### src/hdl/gne_pkg.sv
package gne_pkg;

    // field widths
    localparam int SIDE_W       = 7;
    localparam int CELLS_W      = 2 * SIDE_W;
    localparam int ID_W         = 13;
    localparam int CMD_W        = 2;
    localparam int CTR_W        = 7;

    // stream and config port widths
    localparam int IN_TDATA_W   = 16;
    localparam int IN_TUSER_W   = CMD_W;
    localparam int OUT_TDATA_W  = 32;
    localparam int OUT_TUSER_W  = 2;
    localparam int OUT_PAD_W    = OUT_TDATA_W - ID_W - 2 * CTR_W;
    localparam int CFG_IDX_W    = 1;
    localparam int CFG_DATA_W   = SIDE_W;

    // divider digits per cycle
    localparam int DIV_BITS     = 4;

    // neighbors per cell
    localparam int NB_N         = 4;

    localparam int DEF_MAX_SIDE = 64;

    localparam logic [SIDE_W-1:0] RST_GRID_SIDE   = 7'd64;
    localparam logic              RST_HONOR_LOCKS = 1'b1;

    typedef enum logic [CMD_W-1:0] {
        CMD_QUERY  = 2'd0,
        CMD_LOCK   = 2'd1,
        CMD_UNLOCK = 2'd2,
        CMD_CLEAR  = 2'd3
    } t_cmd;

    typedef enum logic [CFG_IDX_W-1:0] {
        CFG_GRID_SIDE   = 1'b0,
        CFG_HONOR_LOCKS = 1'b1
    } t_cfg_idx;

    // classified word handed from front to back
    typedef struct packed {
        t_cmd            cmd;
        logic [ID_W-1:0] id;
        logic            bad;
    } t_job;

    typedef struct packed {
        logic             nvalid;
        logic [ID_W-1:0]  nid;
        logic [CTR_W-1:0] cx;
        logic [CTR_W-1:0] cy;
        logic             bad;
        logic             last;
    } t_result;

endpackage

### src/hdl/gne_div.sv
module gne_div (
    input  logic                        i_clk,
    input  logic                        i_rst_n,
    input  logic                        i_start,
    input  logic [gne_pkg::ID_W-1:0]    i_dividend,
    input  logic [gne_pkg::SIDE_W-1:0]  i_divisor,
    output logic                        o_done,
    output logic [gne_pkg::SIDE_W-1:0]  o_quot,
    output logic [gne_pkg::SIDE_W-1:0]  o_rem
);
    import gne_pkg::*;

    localparam int STEPS = (ID_W + DIV_BITS - 1) / DIV_BITS;
    localparam int PAD_W = STEPS * DIV_BITS;
    localparam int CNT_W = (STEPS > 1) ? $clog2(STEPS) : 1;
    localparam int REM_W = SIDE_W + 1;

    logic             r_busy;
    logic             r_done;
    logic [CNT_W-1:0] r_cnt;
    logic [PAD_W-1:0] r_dvd;
    logic [PAD_W-1:0] r_quo;
    logic [REM_W-1:0] r_rem;

    logic [PAD_W-1:0] s_dvd;
    logic [PAD_W-1:0] s_quo;
    logic [REM_W-1:0] s_rem;
    logic [REM_W-1:0] s_den;

    assign s_den = {1'b0, i_divisor};

    // restoring division, DIV_BITS quotient bits per cycle
    always_comb begin
        s_rem = r_rem;
        s_dvd = r_dvd;
        s_quo = r_quo;
        for (int i = 0; i < DIV_BITS; i++) begin
            s_rem = {s_rem[REM_W-2:0], s_dvd[PAD_W-1]};
            s_dvd = {s_dvd[PAD_W-2:0], 1'b0};
            if (s_rem >= s_den) begin
                s_rem = s_rem - s_den;
                s_quo = {s_quo[PAD_W-2:0], 1'b1};
            end else begin
                s_quo = {s_quo[PAD_W-2:0], 1'b0};
            end
        end
    end

    always_ff @(posedge i_clk) begin
        if (!i_rst_n) begin
            r_busy <= 1'b0;
            r_done <= 1'b0;
            r_cnt  <= '0;
        end else begin
            r_done <= 1'b0;
            if (i_start) begin
                r_dvd  <= PAD_W'(i_dividend);
                r_quo  <= '0;
                r_rem  <= '0;
                r_cnt  <= '0;
                r_busy <= 1'b1;
            end else if (r_busy) begin
                r_dvd <= s_dvd;
                r_quo <= s_quo;
                r_rem <= s_rem;
                r_cnt <= r_cnt + 1'b1;
                if (r_cnt == CNT_W'(STEPS - 1)) begin
                    r_busy <= 1'b0;
                    r_done <= 1'b1;
                end
            end
        end
    end

    assign o_done = r_done;
    assign o_quot = r_quo[SIDE_W-1:0];
    assign o_rem  = r_rem[SIDE_W-1:0];

endmodule

### config.mk
export PLATFORM = sky130hd
export DESIGN_NAME = gne_div
export DESIGN_NICKNAME = d
export VERILOG_FILES = /design/src/hdl/gne_pkg.sv /design/src/hdl/gne_div.sv
export SDC_FILE = /design/constraint.sdc
export NUM_CORES = 1
export LEC_CHECK = 0
export ABC_AREA = 0
export BUFFER_PORTS_ARGS = -buffer_cell sky130_fd_sc_hd__buf_2
export CAP_MARGIN = 20
export CORE_MARGIN = 4
export CORE_UTILIZATION = 30
export CTS_BUF_LIST = sky130_fd_sc_hd__clkbuf_4
export DETAILED_ROUTE_END_ITERATION = 6
export PLACE_DENSITY_LB_ADDON = 0.25
export SLEW_MARGIN = 20
export SYNTH_ARGS = -nofsm -noshare
export SYNTH_HDL_FRONTEND = slang
export SYNTH_SLANG_ARGS = --single-unit
### constraint.sdc
create_clock -name i_clk -period 9.15 [get_ports i_clk]
set_input_delay 0.4575 -clock i_clk [delete_from_list [all_inputs] [get_ports i_clk]]
set_output_delay 0.4575 -clock i_clk [all_outputs]
set_load 0.01 [all_outputs]
# Word level (Yosys, flattened, before mapping)
# Cells that the tools add are included.
# word_totals
in_bits,23
output_inout_bits,15
regBits,34
elab_cells,39
# classes
reduce_logical,4
mux,16
n_bitwise,2
add_sub_neg,5
n_eq_ne,1
order_cmp,4
# ops
operator,n
7-bit 2-to-1 mux,6
8-bit by 7-bit greater-or-equal comparator with 1-bit output,4
7-bit subtractor,4
16-bit 2-to-1 mux,1
13-bit 2-to-1 mux,1
1-bit 2-to-1 mux,8
3-bit OR reduction,1
"2-bit by 1-bit adder with 2-bit output, second input constant",1
"2-bit == test, second input constant",1
1-bit NOT,2
2-bit AND reduction,1
2-bit nonzero test,1
2-bit OR reduction,1

# Longest topological paths before layout
# depth
word_depth,9
depth_mapped,35

# Worst setup path before layout
# OpenSTA, ideal clock, no wires.
# synth_timing
path_kind,in2reg
from,in i_divisor[0] (netlist bit)
to,reg r_rem[0] (data pin)
slack_ns,1.120
setup_time_ns,0.260
path_stages,31
arrival_ns,7.770
n_path_buf,0
path_cell_list,ha_1 > inv_1 > fa_1 > a211oi_2 > o21ai_2 > a41oi_4 > mux2_2 > ha_1 > nor2b_1 > o31a_1 > o31a_1 > a211oi_2 > nand2_1 > a21oi_1 > ha_1 > nor2b_1 > o31a_1 > o31a_1 > a2111oi_2 > nand4_2 > and3_1 > a21oi_1 > ha_1 > nor2b_1 > o21ai_0 > a21oi_1 > o21ai_0 > o211ai_1 > a21o_1 > nor3_4 > mux2_4
# synth_via
elab_chain_cells,9
# synth_lines
element,line,text
start: declaration,gne_div.sv:6,"input logic [gne_pkg::SIDE_W-1:0] i_divisor,"
7-bit subtractor or 8-bit by 7-bit greater-or-equal comparator with 1-bit output (tied branches),"gne_div.sv:41, gne_div.sv:40",
7-bit 2-to-1 mux,gne_div.sv:40,if (s_rem >= s_den) begin
7-bit subtractor or 8-bit by 7-bit greater-or-equal comparator with 1-bit output (tied branches),"gne_div.sv:41, gne_div.sv:40",
7-bit 2-to-1 mux,gne_div.sv:40,
7-bit subtractor or 8-bit by 7-bit greater-or-equal comparator with 1-bit output (tied branches),"gne_div.sv:41, gne_div.sv:40",
7-bit 2-to-1 mux,gne_div.sv:40,
8-bit by 7-bit greater-or-equal comparator with 1-bit output,gne_div.sv:40,
7-bit 2-to-1 mux *,gne_div.sv:40,
7-bit 2-to-1 mux *,gne_div.sv:62,end else if (r_busy) begin
end signal: assignment,gne_div.sv:65,r_rem <= s_rem;
end: declaration,gne_div.sv:23,logic [REM_W-1:0] r_rem;
# Every way passes the cells marked *; elsewhere a longest branch is shown, timed or not. The select of a mux whose other input is x is not followed.
# A chain may end at the register's enable or synchronous reset.

# Final worst setup path
# layout_timing
from,reg r_dvd[15]
to,reg r_rem[0] (data pin)
# layout_via
elab_chain_cells,9
# layout_lines
element,line,text
start: declaration,gne_div.sv:21,logic [PAD_W-1:0] r_dvd;
start signal: assignment,gne_div.sv:57,r_dvd <= PAD_W'(i_dividend);
start signal: assignment,gne_div.sv:63,r_dvd <= s_dvd;
7-bit subtractor or 8-bit by 7-bit greater-or-equal comparator with 1-bit output (tied branches),"gne_div.sv:41, gne_div.sv:40",
7-bit 2-to-1 mux *,gne_div.sv:40,
7-bit subtractor or 8-bit by 7-bit greater-or-equal comparator with 1-bit output (tied branches),"gne_div.sv:41, gne_div.sv:40",
7-bit 2-to-1 mux *,gne_div.sv:40,
7-bit subtractor or 8-bit by 7-bit greater-or-equal comparator with 1-bit output (tied branches),"gne_div.sv:41, gne_div.sv:40",
7-bit 2-to-1 mux *,gne_div.sv:40,
8-bit by 7-bit greater-or-equal comparator with 1-bit output *,gne_div.sv:40,
7-bit 2-to-1 mux *,gne_div.sv:40,
7-bit 2-to-1 mux *,gne_div.sv:62,
# Marked as above.

==> run metrics <==
sequential element share of the synthesized area=0.326; n_diodes=0; RePlAce Congestion=0.952; Clock Skews=0.00962 ns; Yosys reg bits=34; vias in the first global route=2,496; TritonCTS clock tree=built; fillcell total=1,026; first-pass GRT wire length=12,000 um; share of layout cells above drive strength 1=0.213; Starting Density=0.308; maximum clock insertion buffer count=2; WHS Path Cells=2; worst r2r path cells=35; Port Buffers=37; CP max FO=9; gr usage total=0.131; reg-to-reg slack, setup=0.67 ns; WHS Endpoint=r_dvd[2]; initial antenna violation count=0; DR WL/cell=15.6 um; Reg-to-Reg Start=r_dvd[15]; WP data arrival=8.55 ns; fin crit share=0.926; DRC=0; Via density=5.13; DRT Wirelength=7530 um; CTS hold repair buffers=0; Die Area=11,700 um2; Chip Height=108 um; Total Neg Setup Slack=0 ns; Worst path max stage delay=0.48 ns; H-tree depth=2; final net count=403; max_cap viols=0; Slew HR=0.555; number of detailed-route iterations in the first pass=4; Clock transition at path regs=0.10 ns; syn_nets=367; Fin. Hold Viols=0; Post-DP HPWL=6030 um; register area=981 um2; Setup violations, final=0; worst min path class=input port to flip-flop; Worst EP required=9.22 ns; Post-synth EDFFs=30; fin. max-slew vios=0; largest net degree at the start of global routing=36; mapped cell area=3010 um2; Unique masters post-synth=55; core outline area=9770 um2; DRT antenna net count=0; Synth Warn #=0; grt total ovfl=0; DR vias=2,467; worst-margin pin slew=0.668 ns; Die Width=108 um; crit path kind=flip-flop to flip-flop; Post-Syn Area per Cell=9.68 um2; cts repair resizes=0; Clk Latency, worst-skew pair=0.32 ns; root buffer cell=clkbuf_4; CTS buffer count=5; post-synthesis cell count=311; crit start category=flip-flop; CTS sink count=34; area of the multi-input gates=1860 um2; Layout area overhead=12.0%; ys flop type=edfxtp_1; Setup Buffers After CTS=0; RSZ-0062 raised after global routing=false; initial detailed-routing violation count=170; Site Rows=36; hold path start=i_dividend[2]; ys async rst share=0; slowest cell on the critical path=mux2i_1; status=completed; FF-to-FF End=r_rem[0]; min Tclk post-route=8.48 ns; crit end category=flip-flop; fmax=118 MHz; IO Pins=38
==> final cells by class <==
type,instances,share of cell area
Clock buffer,6,0.0133
Tap cell,133,0.0493
Sequential cell,34,0.291
Inverter,25,0.0278
Clock inverter,2,0.00260
Timing Repair Buffer,41,0.0638
Multi-Input combinational cell,240,0.552
==> through the flow <==
| step | instance area (um2) | setup WS [ns] | util | instances | hold slack, ns |
|---|---|---|---|---|---|
| after global routing | 3370 | 0.0814 | 0.345 | 481 | 0.390 |
| after CTS | 3370 | 0.684 | 0.345 | 481 | 0.390 |
| after global placement | 3320 | 0.747 | 0.340 | 473 | 0.482 |
| after detailed placement | 3320 | 0.515 | 0.340 | 473 | 0.506 |
| after floorplan | 3010 | 1.12 | - | 311 | 0.461 |
| final | 3370 | 0.674 | 0.345 | 481 | 0.408 |
==> synth_stat cells, types with 5 or more instances <==
cell / number / share of area
nor3_1: 7 / 0.012
a211o_1: 5 / 0.015
a21oi_1: 17 / 0.028
o21ai_0: 16 / 0.027
inv_1: 25 / 0.031
mux2_2: 12 / 0.045
nand2_1: 15 / 0.019
buf_4: 7 / 0.017
mux2i_1: 8 / 0.027
o21a_1: 7 / 0.017
nor2b_1: 15 / 0.031
nor2_1: 24 / 0.030
nand3_1: 8 / 0.013
xnor2_1: 6 / 0.017
ha_1: 29 / 0.12
edfxtp_1: 30 / 0.30
==> layer usage <==
metal | global-route usage | vias to the layer above | part of all wire
met4 | 0.0433 | 0 | 0.029
met5 | 0 | - | 0
met2 | 0.222 | 82 | 0.47
met1 | 0.156 | 1145 | 0.43
met3 | 0.0430 | 18 | 0.070
li1 | - | 1222 | -
==> cell usage in the layout, fill, tap and decap left out, types with 5 or more instances in the layout <==
master	synthesis	layout
mux2i_1	8	8
ha_1	29	29
clkbuf_4	0	6
nor2_1	24	24
a21oi_1	17	17
buf_2	1	37
xnor2_1	6	6
edfxtp_1	30	30
nand3_1	8	8
inv_1	25	25
o21ai_0	16	16
nand2_1	15	15
a211o_1	5	5
nor3_1	7	7
mux2_2	12	12
nor2b_1	15	15
o21a_1	7	7
==> registers in the layout, summed over array words and instances, names as in the netlist <==
name	cells
o_done	1
r_busy	1
r_cnt	2
r_dvd	16
r_quo	7
r_rem	7
==> critical path: cells and delay by family (launching register included) <==
kind,cells,cell delay (ns)
AOI/OAI and AO/OA,16,3.10
adders and majority gates,5,1.70
and+or+nand+nor,6,1.37
muxes,3,1.14
buffers and inverters,5,0.56
DFF,1,0.37
==> cell families (layout without fill, tap and decap cells) <==
group / count (synthesis) / after routing / synth area share
xor+xnor: 9 / 9 / 0.0262
simple gates: 93 / 93 / 0.162
compound gates: 83 / 83 / 0.202
fa+ha+maj: 33 / 33 / 0.147
flops: 34 / 34 / 0.326
mux: 22 / 22 / 0.0814
buf+inv: 37 / 74 / 0.0553
==> worst max path at each step <==
stage / startpoint / to / slack [ns] / cells after the start
global route: r_dvd[15] / r_rem[0] / 0.08 / 35
floorplan: i_divisor[0] / r_rem[0] / 1.12 / 31
CTS: r_dvd[15] / r_rem[0] / 0.68 / 35
finish: r_dvd[15] / r_rem[0] / 0.67 / 35
detailed placement: i_divisor[1] / r_rem[0] / 0.52 / 34
global placement: i_divisor[0] / r_rem[2] / 0.75 / 33
Power is left out: the tool's default activity adds up to more than one toggle a clock period on the data nets, which glitch-free logic cannot reach.
