--- config.mk ---
export PLATFORM = sky130hd
export DESIGN_NAME = gne_front
export DESIGN_NICKNAME = d
export VERILOG_FILES = /design/src/hdl/gne_pkg.sv /design/src/hdl/gne_front.sv
export SDC_FILE = /design/constraint.sdc
export NUM_CORES = 1
export LEC_CHECK = 0
export BUFFER_PORTS_ARGS = -buffer_cell sky130_fd_sc_hd__clkbuf_2
export CORE_MARGIN = 3
export CORE_UTILIZATION = 40
export CTS_CLUSTER_DIAMETER = 60
export DETAILED_ROUTE_END_ITERATION = 8
export GPL_TIMING_DRIVEN = 0
export PLACE_DENSITY = 0.64
export SYNTH_ARGS = -nofsm -noshare
export SYNTH_HDL_FRONTEND = slang
export SYNTH_SLANG_ARGS = --single-unit
--- constraint.sdc ---
create_clock -name i_clk -period 3.7 [get_ports i_clk]
set_input_delay 1.11 -clock i_clk [delete_from_list [all_inputs] [get_ports i_clk]]
set_output_delay 1.11 -clock i_clk [all_outputs]
set_load 0.01 [all_outputs]
--- src/hdl/gne_pkg.sv ---
package gne_pkg;

    // field widths
    localparam int SIDE_W       = 7;
    localparam int CELLS_W      = 2 * SIDE_W;
    localparam int ID_W         = 13;
    localparam int CMD_W        = 2;
    localparam int CTR_W        = 7;

    // stream and config port widths
    localparam int IN_TDATA_W   = 16;
    localparam int IN_TUSER_W   = CMD_W;
    localparam int OUT_TDATA_W  = 32;
    localparam int OUT_TUSER_W  = 2;
    localparam int OUT_PAD_W    = OUT_TDATA_W - ID_W - 2 * CTR_W;
    localparam int CFG_IDX_W    = 1;
    localparam int CFG_DATA_W   = SIDE_W;

    // divider digits per cycle
    localparam int DIV_BITS     = 4;

    // neighbors per cell
    localparam int NB_N         = 4;

    localparam int DEF_MAX_SIDE = 64;

    localparam logic [SIDE_W-1:0] RST_GRID_SIDE   = 7'd64;
    localparam logic              RST_HONOR_LOCKS = 1'b1;

    typedef enum logic [CMD_W-1:0] {
        CMD_QUERY  = 2'd0,
        CMD_LOCK   = 2'd1,
        CMD_UNLOCK = 2'd2,
        CMD_CLEAR  = 2'd3
    } t_cmd;

    typedef enum logic [CFG_IDX_W-1:0] {
        CFG_GRID_SIDE   = 1'b0,
        CFG_HONOR_LOCKS = 1'b1
    } t_cfg_idx;

    // classified word handed from front to back
    typedef struct packed {
        t_cmd            cmd;
        logic [ID_W-1:0] id;
        logic            bad;
    } t_job;

    typedef struct packed {
        logic             nvalid;
        logic [ID_W-1:0]  nid;
        logic [CTR_W-1:0] cx;
        logic [CTR_W-1:0] cy;
        logic             bad;
        logic             last;
    } t_result;

endpackage

--- src/hdl/gne_front.sv ---
module gne_front (
    input  logic                       i_clk,
    input  logic                       i_rst_n,
    input  logic                       i_valid,
    output logic                       o_ready,
    input  gne_pkg::t_cmd              i_cmd,
    input  logic [gne_pkg::ID_W-1:0]   i_id,
    input  logic [gne_pkg::CELLS_W-1:0] i_cells,
    input  logic                       i_hold,
    output logic                       o_job_valid,
    output gne_pkg::t_job              o_job,
    input  logic                       i_pop
);
    import gne_pkg::*;

    localparam int DEPTH = 2;
    localparam int PW    = 1;

    t_job            r_slot [DEPTH];
    logic [PW-1:0]   r_wr_ptr;
    logic [PW-1:0]   r_rd_ptr;
    logic [PW:0]     r_count;

    t_job            s_in;
    logic            s_push;
    logic            s_pop;

    // range check against the current cell count
    assign s_in.cmd = i_cmd;
    assign s_in.id  = i_id;
    assign s_in.bad = (i_id == '0) || (CELLS_W'(i_id) > i_cells);

    assign o_ready     = (r_count != (PW+1)'(DEPTH)) && !i_hold;
    assign o_job_valid = (r_count != '0);
    assign o_job       = r_slot[r_rd_ptr];

    assign s_push = i_valid && o_ready;
    assign s_pop  = i_pop && o_job_valid;

    always_ff @(posedge i_clk) begin
        if (s_push) begin
            r_slot[r_wr_ptr] <= s_in;
        end
    end

    always_ff @(posedge i_clk) begin
        if (!i_rst_n) begin
            r_wr_ptr <= '0;
            r_rd_ptr <= '0;
            r_count  <= '0;
        end else begin
            if (s_push) begin
                r_wr_ptr <= r_wr_ptr + 1'b1;
            end
            if (s_pop) begin
                r_rd_ptr <= r_rd_ptr + 1'b1;
            end
            if (s_push && !s_pop) begin
                r_count <= r_count + 1'b1;
            end else if (!s_push && s_pop) begin
                r_count <= r_count - 1'b1;
            end
        end
    end

endmodule

# [Word level (Yosys, flattened, before mapping)]
# Memories as Yosys holds them, arrays and structs flattened. A register that Yosys moved wholly into a read port is not among the register bits.
# Cells that the tools add are included.
[totals] ff_bits=4 out_inout_bits=18 mem_count=1 input_bits=34 ram_bits=32 elab_cells=28
[classes] n_reduce_logical=12 n_mux=6 addsub=4 magnitude_cmp=1 eq_ne=1
[memory_table] memory="r_slot" depth=2 word_bits=16 rd=1 rd_clocked_by_memory_dff=1 write_ports=1 line="gne_front.sv:19" text="t_job r_slot [DEPTH];"
[ops] op="$gt 13x14->1" n=1
[ops] op="$logic_not 13->1" n=1
[ops] op="$logic_and 1x1->1" n=5
[ops] op="$mux 1" n=4
[ops] op="$mux 2" n=2
[ops] op="$reduce_bool 2->1" n=2
[ops] op="$logic_not 1->1" n=3
[ops] op="$add 1x1->1 const B" n=2
[ops] op="$add 2x1->2 const B" n=1
[ops] op="$ne 2x2->1 const B" n=1
[ops] op="$sub 2x1->2 const B" n=1
[ops] op="$logic_or 1x1->1" n=1

# [Longest topological paths before layout]
# Gate-level depths: netlist of the first run.
[logic_depth] depth_word=7 ltp_mapped=6 mapped_depth_nobuf=6

# [Least setup slack after synthesis of the first run]
# Ideal clock, no wire load.
[synth_path] path_type="in2reg" from="input i_cells[11] (netlist bit)" to="memory r_slot[0][0] (netlist bit), data pin" path_slack_ns=1.165 setup_time_ns=0.271 cell_stages=6 arrival_time_ns=2.264 t_required_ns=3.429 n_path_buf=0 cell_sequence="inv_1 > ha_1 > nand4b_4 > or4_4 > o21ai_2 > o211ai_1"
[synth_lines] element="start: declaration" line="gne_front.sv:8" text="input logic [gne_pkg::CELLS_W-1:0] i_cells,"
[synth_lines] element="end: declaration" line="gne_front.sv:19"

==> results of run 1 <==
[worst register-to-register path: cells and delay by family, from the launching register on]
kind	cells	cell delay, ps
buffers and inverters	1	90
and+or+nand+nor	1	670
AOI/OAI and AO/OA	1	350
DFF	1	390
[flip-flops by register name, indices dropped and copies added, names as in the netlist, named ones only]
signal / count
r_slot: 32
r_count: 2
r_rd_ptr: 1
r_wr_ptr: 1
[cells in the mapped netlist (2+ instances only)]
cell | number | area share, %
sky130_fd_sc_hd__nor2_1 | 3 | 0.63
sky130_fd_sc_hd__nand2_1 | 5 | 1.1
sky130_fd_sc_hd__nor4_1 | 2 | 0.70
sky130_fd_sc_hd__ha_1 | 14 | 9.9
sky130_fd_sc_hd__edfxtp_1 | 32 | 54
sky130_fd_sc_hd__xnor2_1 | 2 | 0.99
sky130_fd_sc_hd__inv_1 | 16 | 3.4
sky130_fd_sc_hd__a21oi_1 | 6 | 1.7
sky130_fd_sc_hd__nor3_1 | 2 | 0.56
sky130_fd_sc_hd__mux2_2 | 16 | 10
sky130_fd_sc_hd__and2_1 | 4 | 1.4
sky130_fd_sc_hd__nand4_1 | 3 | 1.1
sky130_fd_sc_hd__dfxtp_1 | 5 | 5.6
[path summary, 6_finish.rpt]
kind | endpoint | slack [ps] | startpoint
worst max-delay path | o_job[11] | 870 | flop
worst min-delay path | r_count[1]$_SDFFE_PN0P_ | 570 | r_count[1]$_SDFFE_PN0P_
worst min register to register | r_count[1]$_SDFFE_PN0P_ | 570 | r_count[1]$_SDFFE_PN0P_
worst max register to register | r_slot[0][15]$_DFFE_PP_ | 1840 | r_count[0]$_SDFFE_PN0P_
[where the power goes]
part           switching [W]  total (W)  leakage, nW  internal (W)
Combinational       0.000176   0.000347        0.560      0.000171
Clock               0.000122   0.000274       0.0455      0.000152
Sequential         0.0000205   0.000525        0.335      0.000504
Total               0.000318    0.00115        0.941      0.000827
[routing by layer]
layer / vias to the layer above / wire (µm) / GRT usage (%)
li1: 589 / - / -
met1: 555 / 1390 / 15.1
met2: 38 / 1680 / 23.4
met3: 8 / 199 / 3.86
met4: 0 / 66 / 5.94
met5: - / 0 / 0
[stage by stage]
step / cell area, µm² / worst slack (ps) / hold slack, ps / power [W]
CTS: 2180 / 825 / 579 / 0.00116
detailed placement: 2090 / 969 / 569 / 0.000887
finish: 2180 / 870 / 571 / 0.00115
floorplan: 1780 / 1160 / 497 / 0.000762
global placement: 2090 / 996 / 514 / 0.000873
global route: 2180 / 735 / 607 / 0.00122
[logic make-up after synthesis]
group,count (synthesis),synth area share [%]
multiplexers,16,10.1
AND/OR/NAND/NOR,25,8.88
flip-flops,37,59.8
adder cells (fa/ha/maj),14,9.87
buffers and inverters,18,3.88
XOR/XNOR,3,1.48
AO/OA/AOI/OAI,15,5.99
[placed cells by master (no fill, tap or decap), types with 2 or more instances in the layout]
| master | netlist | final |
|---|---|---|
| sky130_fd_sc_hd__nor2_1 | 3 | 3 |
| sky130_fd_sc_hd__nand4_1 | 3 | 3 |
| sky130_fd_sc_hd__nand2_1 | 5 | 5 |
| sky130_fd_sc_hd__clkbuf_2 | 0 | 51 |
| sky130_fd_sc_hd__nor3_1 | 2 | 2 |
| sky130_fd_sc_hd__inv_1 | 16 | 16 |
| sky130_fd_sc_hd__clkbuf_1 | 1 | 3 |
| sky130_fd_sc_hd__ha_1 | 14 | 14 |
| sky130_fd_sc_hd__nor4_1 | 2 | 2 |
| sky130_fd_sc_hd__and2_1 | 4 | 4 |
| sky130_fd_sc_hd__edfxtp_1 | 32 | 32 |
| sky130_fd_sc_hd__mux2_2 | 16 | 16 |
| sky130_fd_sc_hd__a21oi_1 | 6 | 6 |
| sky130_fd_sc_hd__dfxtp_1 | 5 | 5 |
| sky130_fd_sc_hd__xnor2_1 | 2 | 2 |
| sky130_fd_sc_hd__clkbuf_8 | 0 | 6 |
[area by class of cell]
type,count,share of cell area (%)
Buffer,2,0.401
Clock buffer,8,4.13
Inverter,16,2.75
Multi-Input combinational cell,73,29.6
Sequential cell,37,48.6
Tap cell,50,2.87
Timing Repair Buffer,51,11.7
==> results.md, run 1 <==
- The worst setup path is captured at a primary output.
- The cell count after synthesis is ~130.
- The number of cells on the worst reg-to-reg path is 3.
- The count of different cell masters after synthesis is 31.
- The number of detailed-routing iterations run before antenna repair is 4.
- After layout, the worst path uses approximately three quarters of the clock period.
- The area of combinational cells with multiple inputs is around 650 µm².
- The primary flip-flop cell chosen by synthesis mapping is sky130_fd_sc_hd__edfxtp_1.
- Relative to the synthesized area, the layout overhead comes to 23.0%.
- The repair_antennas step left the layout with diodes totalling 0.
- After synthesis, the mean cell area works out to roughly 14 µm².
- The flow ran to the end, and the final reports show no timing, DRC or antenna violations.
- The synthesized design contains 32 enable-type register cells.
- The number of fill cells is approximately 380.
- The number of maximum-capacitance constraint violations is 0.
- After detailed routing, the number of remaining DRC violations is 0.
- The critical path goes through clkbuf_1 -> buf_2 -> mux2_2 -> clkbuf_2.
- The number of non-filler instances in the completed layout is around 240.
- The maximum clock path buffer count is 2.
- The final routed wirelength across all metal layers is roughly 3300 µm.
- The floorplan die width is between 70 and 80 µm.
- The first global-routing pass estimated 5420 µm of wire.
- The footprint of the flip-flops and latches is roughly 1100 µm².
- Headroom to the max-slew limit came out at 50.3%.
- Once the floorplan was initialized, standard cells occupied a little over two fifths of the core.
- In this run the number of cells on the critical path is 4.
- The category of cells accounting for the largest share of critical-path delay is buffers and inverters.
- The first routing iteration left 55 violations.
- Counting flops with an async set or reset pin after synthesis yields a share of 0%.
- The worst path in the final design needs a cycle of 2830 ps, including I/O delays and setup.
- Sequential cells were found to cover 59.8% of the synthesized design area.
- The number of cells on the worst hold path is 2.
- At the worst endpoint, the required time is between 2000 and 3000 ps.
- The post-route netlist has 42.8% of its cells at a drive strength greater than 1.
- The initial antenna violation count is 0.
- The slew of the pin with the lowest slew margin is 745 ps.
- The core box area is 4140 µm².
- Along the worst path, the maximum fanout reaches 10.
- Buffers inserted to repair hold after CTS numbered 0.
- The analysis attributes to cell leakage a power of 0.941 nW.
- The final estimated routing congestion in global placement is slightly above 0.7.
- The final number of hold-violating endpoints is 0.
- Setup repair after global routing left no endpoint under its margin.
- The worst hold path belongs to the class reg -> reg.
- Between clock sinks in the finished design, the worst skew comes to roughly 2.6 ps.
- In this run the vertical extent of the chip is 72.6 µm.
- The tree built by TritonCTS fans out to 37 sinks.
- In this run, synthesis produced a sequential element count of 37.
- The total overflow reported by the global router is 0.
- During synthesis, Yosys emitted a total of 0 warnings.
- The number of global-route vias before repair is ~1.2k.
- The post-cts sizing count is 0.
- The final route contains ~1.2k vias.
- The post-synth net total is roughly 180.
- The largest net degree at the start of global routing is 18.
- The net count of the finished layout is 234.
- The clock tree from TritonCTS is built.
- The routed wire length per instance is between 10 and 15 µm.
- STA classifies the critical path startpoint as a flop.
- The number of nets with antenna violations after detailed routing is 0.
- For the final routed database, the setup TNS stands at 0 ps.
- The CTS buffer count is 5.
- The critical path class is reg -> out.
- The final cell utilization of the core is a little over half.
- The detailed-placement wirelength estimate is ~2600 µm.
- The number of instances in the placed design is ~230.
- The detailed-route vias per instance is approximately 5.
- The buffers plus inverters on the worst setup path is 3.
- On the critical path, the stage with the largest delay is an instance of sky130_fd_sc_hd__mux2_2.
- The largest stage delay on the critical path is ~370 ps.
- The row count is 23.
- For the worst-skew pair, the clock arrives at the later sink with an insertion delay of roughly 270 ps.
- The tree is rooted in a sky130_fd_sc_hd__clkbuf_8.
- Setup violations remaining at the end of the flow were counted as 0.
- The worst-case vdd ir drop is 0.170 mV.
- At the worst endpoint, the arrival time is roughly 1700 ps.
- The overall global routing resource usage is a little over an eighth.
- The H-tree was split into 2 levels.
- The floorplan step defined a die boundary enclosing ~5300 µm².
- Pin placement for this block handled 52 I/O pins.
- Timing would allow up to 353 MHz.
- The cell area after synthesis is 1780 µm².
- The final count of pins violating max slew is 0.
- After clock tree synthesis, the clock-pin slew on the worst setup and hold paths is about 60 ps.
- The power per standard cell area is ~520 nW/µm².
- Once the clock tree was built, the setup fixing pass inserted 0 buffers.
- During placement, the flow inserted port buffers numbering 51.
Power figures use the tool's default switching activity.
==> run 2: changes to the inputs <==
--- a/config.mk
+++ b/config.mk
@@ -5,6 +5,7 @@
 export SDC_FILE = /design/constraint.sdc
 export NUM_CORES = 1
 export LEC_CHECK = 0
+export ABC_AREA = 1
 export BUFFER_PORTS_ARGS = -buffer_cell sky130_fd_sc_hd__clkbuf_2
 export CORE_MARGIN = 3
 export CORE_UTILIZATION = 40
==> constraint.sdc (replaced) <==
create_clock -name i_clk -period 2.9 [get_ports i_clk]
set_input_delay 0.87 -clock i_clk [delete_from_list [all_inputs] [get_ports i_clk]]
set_output_delay 0.87 -clock i_clk [all_outputs]
set_load 0.01 [all_outputs]
==> results.md, run 2 <==
- The cell count after synthesis is 154 (+20%).
- In the post-synthesis netlist, the biggest area contributors are sky130_fd_sc_hd__edfxtp_1 (52%), sky130_fd_sc_hd__ha_1 (9.5%), sky130_fd_sc_hd__mux2_4 (8.1%).
- Compared with the post-synthesis result, the final layout area differs by 22.4%.
- The floorplan die width is 73.9 µm (+1.7%).
- For this run, the leading register cell type out of synthesis is sky130_fd_sc_hd__edfxtp_1.
- The run finished with clean final reports.
- The largest fanout on the critical path came to 16 (+6).
- In the finished design, the share of the clock period the worst path needs comes to between 70% and 80%.
- The setup TNS is 0 ps (unchanged).
- The starting density of the core is 41.8% (-1.1 points).
- The number of hold buffers added after cts was 0 (unchanged).
- The library cells used most frequently in the layout, excluding fill and tap cells, are sky130_fd_sc_hd__clkbuf_2 (51), sky130_fd_sc_hd__edfxtp_1 (32), sky130_fd_sc_hd__nand2_1 (27), sky130_fd_sc_hd__inv_1 (26), sky130_fd_sc_hd__ha_1 (14).
- The leakage component of the power is 1.05 nW (+11%).
- The setup-violating endpoint count in the final report came to 0 (unchanged).
- The average instance area after synthesis is 12.0 µm² (-14%).
- The critical path class is in -> reg.
- The worst-skew pair later-pin latency is 290 ps (+20 ps).
- The power per standard cell area was 569 nW/µm² (+8.3%).
- The area of the die was 5460 µm² (+3.5%).
- The largest registers in the layout are r_slot (32), r_count (2).
- The library cell used most frequently in the layout, excluding fill and tap cells, is sky130_fd_sc_hd__clkbuf_2.
- The worst slack on hold paths was 482 ps (-89.2 ps).
- The number of inserted diodes came to 0 (unchanged).
- The routed wire length per instance is 11.6 µm (-18%).
- Counting instances in the post-synthesis netlist gives the leading cell types as sky130_fd_sc_hd__edfxtp_1 (32), sky130_fd_sc_hd__nand2_1 (27), sky130_fd_sc_hd__inv_1 (26), sky130_fd_sc_hd__ha_1 (14), sky130_fd_sc_hd__mux2_4 (10).
- The detailed-route vias per instance was 4.64 (-7.5%).
- The post-synth net total is 202 (+15%).
- The net count of the finished layout is 261 (+12%).
- The share of async-settable or async-resettable flops after synthesis is 0% (unchanged).
- The slowest stage of the critical path belongs to the cell sky130_fd_sc_hd__nor2_1.
- The number of cells on the worst hold path came to 2 (unchanged).
- The number of enable-type register cells in the synthesized netlist is 32 (unchanged).
- The core box area is 4410 µm² (+6.5%).
- The height of the chip is 73.9 µm (+1.7%).
- The register with the most flip-flops is r_slot.
- The largest stage delay on the critical path is 1000 ps (+630 ps).
- The row count was 24 (+4.3%).
- The cell area after synthesis came to 1840 µm² (+3.8%).
- The final routed wirelength across all metal layers is 3090 µm (-7.4%).
- The TritonCTS sink count was 37 (unchanged).
- The proportion of synthesized chip area in sequential cells is 57.6% (-2.2 points).
- The number of cells on the worst reg-to-reg path is 4 (+1).
- The count of different cell masters after synthesis came to 21 (-32%).
- The clock transition at the register clock pins on the worst setup and hold paths after CTS is 60 ps (about the same).
- The count of input and output buffers is 51 (unchanged).
- Walking the worst path, the cells encountered are clkbuf_2 -> a21oi_2 -> nand2_1 -> nor2_1.
- The final count of pins violating max slew is 0 (unchanged).
- The worst register-to-register path begins at r_count[0]$_SDFFE_PN0P_.
- The total setup buffers inserted after CTS is 0 (unchanged).
- The tree is rooted in a sky130_fd_sc_hd__clkbuf_8.
- The initial antenna violation count is 0 (unchanged).
- The worst clock skew on the final layout is 11.2 ps (+8.64 ps).
- The setup slack of the critical path after layout is 608 ps (-262 ps).
- The critical path required time was 2790 ps (+200 ps).
- The slew of the pin with the lowest slew margin is 1310 ps (+562 ps).
- The number of vias after detailed routing is 1235 (+3.8%).
- For this run, the top clock speed supported by timing is 436 MHz.
- The final estimated routing congestion in global placement is 0.788 (+8.9%).
- The data arrival time of the critical path is 2180 ps (+460 ps).
- The CTS buffer count is 5 (unchanged).
- The number of maximum-capacitance constraint violations is 0 (unchanged).
- Setup repair after global routing left no endpoint under its margin.
- The headroom to the max-slew limit is 12.5% (-38 points).
- The number of flip-flops in the largest register was 32 (unchanged).
- The clock tree from TritonCTS is built.
- The largest net degree at the start of global routing was 17 (-1).
- The share of cells above drive strength 1 is 37.9% (-4.9 points).
- The maximum level of the CTS H-tree is 2 (unchanged).
- The total overflow reported by the global router is 0 (unchanged).
- The worst-case vdd ir drop is 0.216 mV (+28%).
- The worst setup slack after placement came to 250 ps (-719 ps).
- The starting DRC count in detailed routing was 68 (+24%).
- The category of the worst setup path launch point is an input pin.
- The final number of hold-violating endpoints is 0 (unchanged).
- The number of nets with antenna violations after detailed routing is 0 (unchanged).
- The top cell type by total area after synthesis is sky130_fd_sc_hd__edfxtp_1.
- The number of detailed-routing iterations run before antenna repair is 4 (unchanged).
- The maximum clock path buffer count is 2 (unchanged).
- The number of storage elements in the synthesis netlist came to 37 (unchanged).
- The DRC violation count after routing is 0 (unchanged).
- The capturing element type of the critical path is a flop.
- The start point of the worst min-delay path is r_rd_ptr$_SDFFE_PN0P_.
- The number of top-level pins came to 52 (unchanged).
- The first-pass GRT wire length is 5070 µm (-6.4%).
- The number of global-route vias before repair is 1166 (-6.1%).
- The overall global routing resource usage is 12.7% (-0.75 points).
- The worst hold-check path type is reg -> reg.
- For the finished layout, the period the worst path requires is 2290 ps.
- The area share of the leading cell type in the synthesized netlist is 52.1% (-2.0 points).
- Among all cell types in the netlist, the one instantiated most often is sky130_fd_sc_hd__edfxtp_1.
- The launching element of the worst setup path is i_hold.
- The number of fill cells was 436 (+15%).
- The detailed-placement wirelength estimate is 2450 µm (-6.6%).
- The post-cts sizing count is 0 (unchanged).
- The synthesis warning total is 0 (unchanged).
[run 2: kinds of logic after synthesis]
logic type                 share of synthesized area (%)
AOI/OAI and AO/OA                                   4.00
adders and majority gates                           9.50
buffers and inverters                               6.72
DFF                                                 57.6
muxes                                               11.8
and+or+nand+nor                                     10.4
[run 2: worst max-delay path: cells and delay by family]
family                 cells  cell delay [ps]
buffers and inverters      1               90
AO/OA/AOI/OAI              1              110
AND/OR/NAND/NOR            2             1120
[run 2: path summary, 6_finish.rpt]
path | endpoint | slack (ps)
setup / recovery | r_slot[0][3]$_DFFE_PP_ | 610
hold / removal | r_rd_ptr$_SDFFE_PN0P_ | 480
setup reg to reg | r_slot[0][3]$_DFFE_PP_ | 880
hold reg to reg | r_rd_ptr$_SDFFE_PN0P_ | 480
[run 2: through the flow]
stage	total power, W	instance area (µm²)	util, %	instances
final	0.00128	2260	51.1	266
after global routing	0.00135	2260	51.1	266
after CTS	0.00130	2240	50.9	265
after detailed placement	0.000967	2160	49.0	257
after global placement	0.000962	2160	49.0	257
after floorplan	0.000858	1840	-	154
[run 2: final cells by class]
cell class,instances,area (µm²),share of cell area (%)
repair buffers,52,267,11.8
flip-flops and latches,37,1060,47.0
well taps,52,65.1,2.88
multi-input cells,88,658,29.2
plain buffers,2,22.5,0.998
clock inverters,1,5.00,0.222
inverters,27,101,4.49
clock buffers,7,76.3,3.38
[run 2: power by group]
group / internal [W] / total (W) / switching [W]
clock: 0.000168 / 0.000332 / 0.000163
sequential: 0.000624 / 0.000636 / 0.0000116
combinational: 0.000151 / 0.000315 / 0.000164
total: 0.000943 / 0.00128 / 0.000339
[run 2: routing by layer]
metal,vias up,part of all wire [%],global-route usage [%]
met1,551,42,15.5
met2,39,50,20.2
met5,-,0,0
li1,640,-,-
met3,5,6.2,2.74
met4,0,2.0,7.85
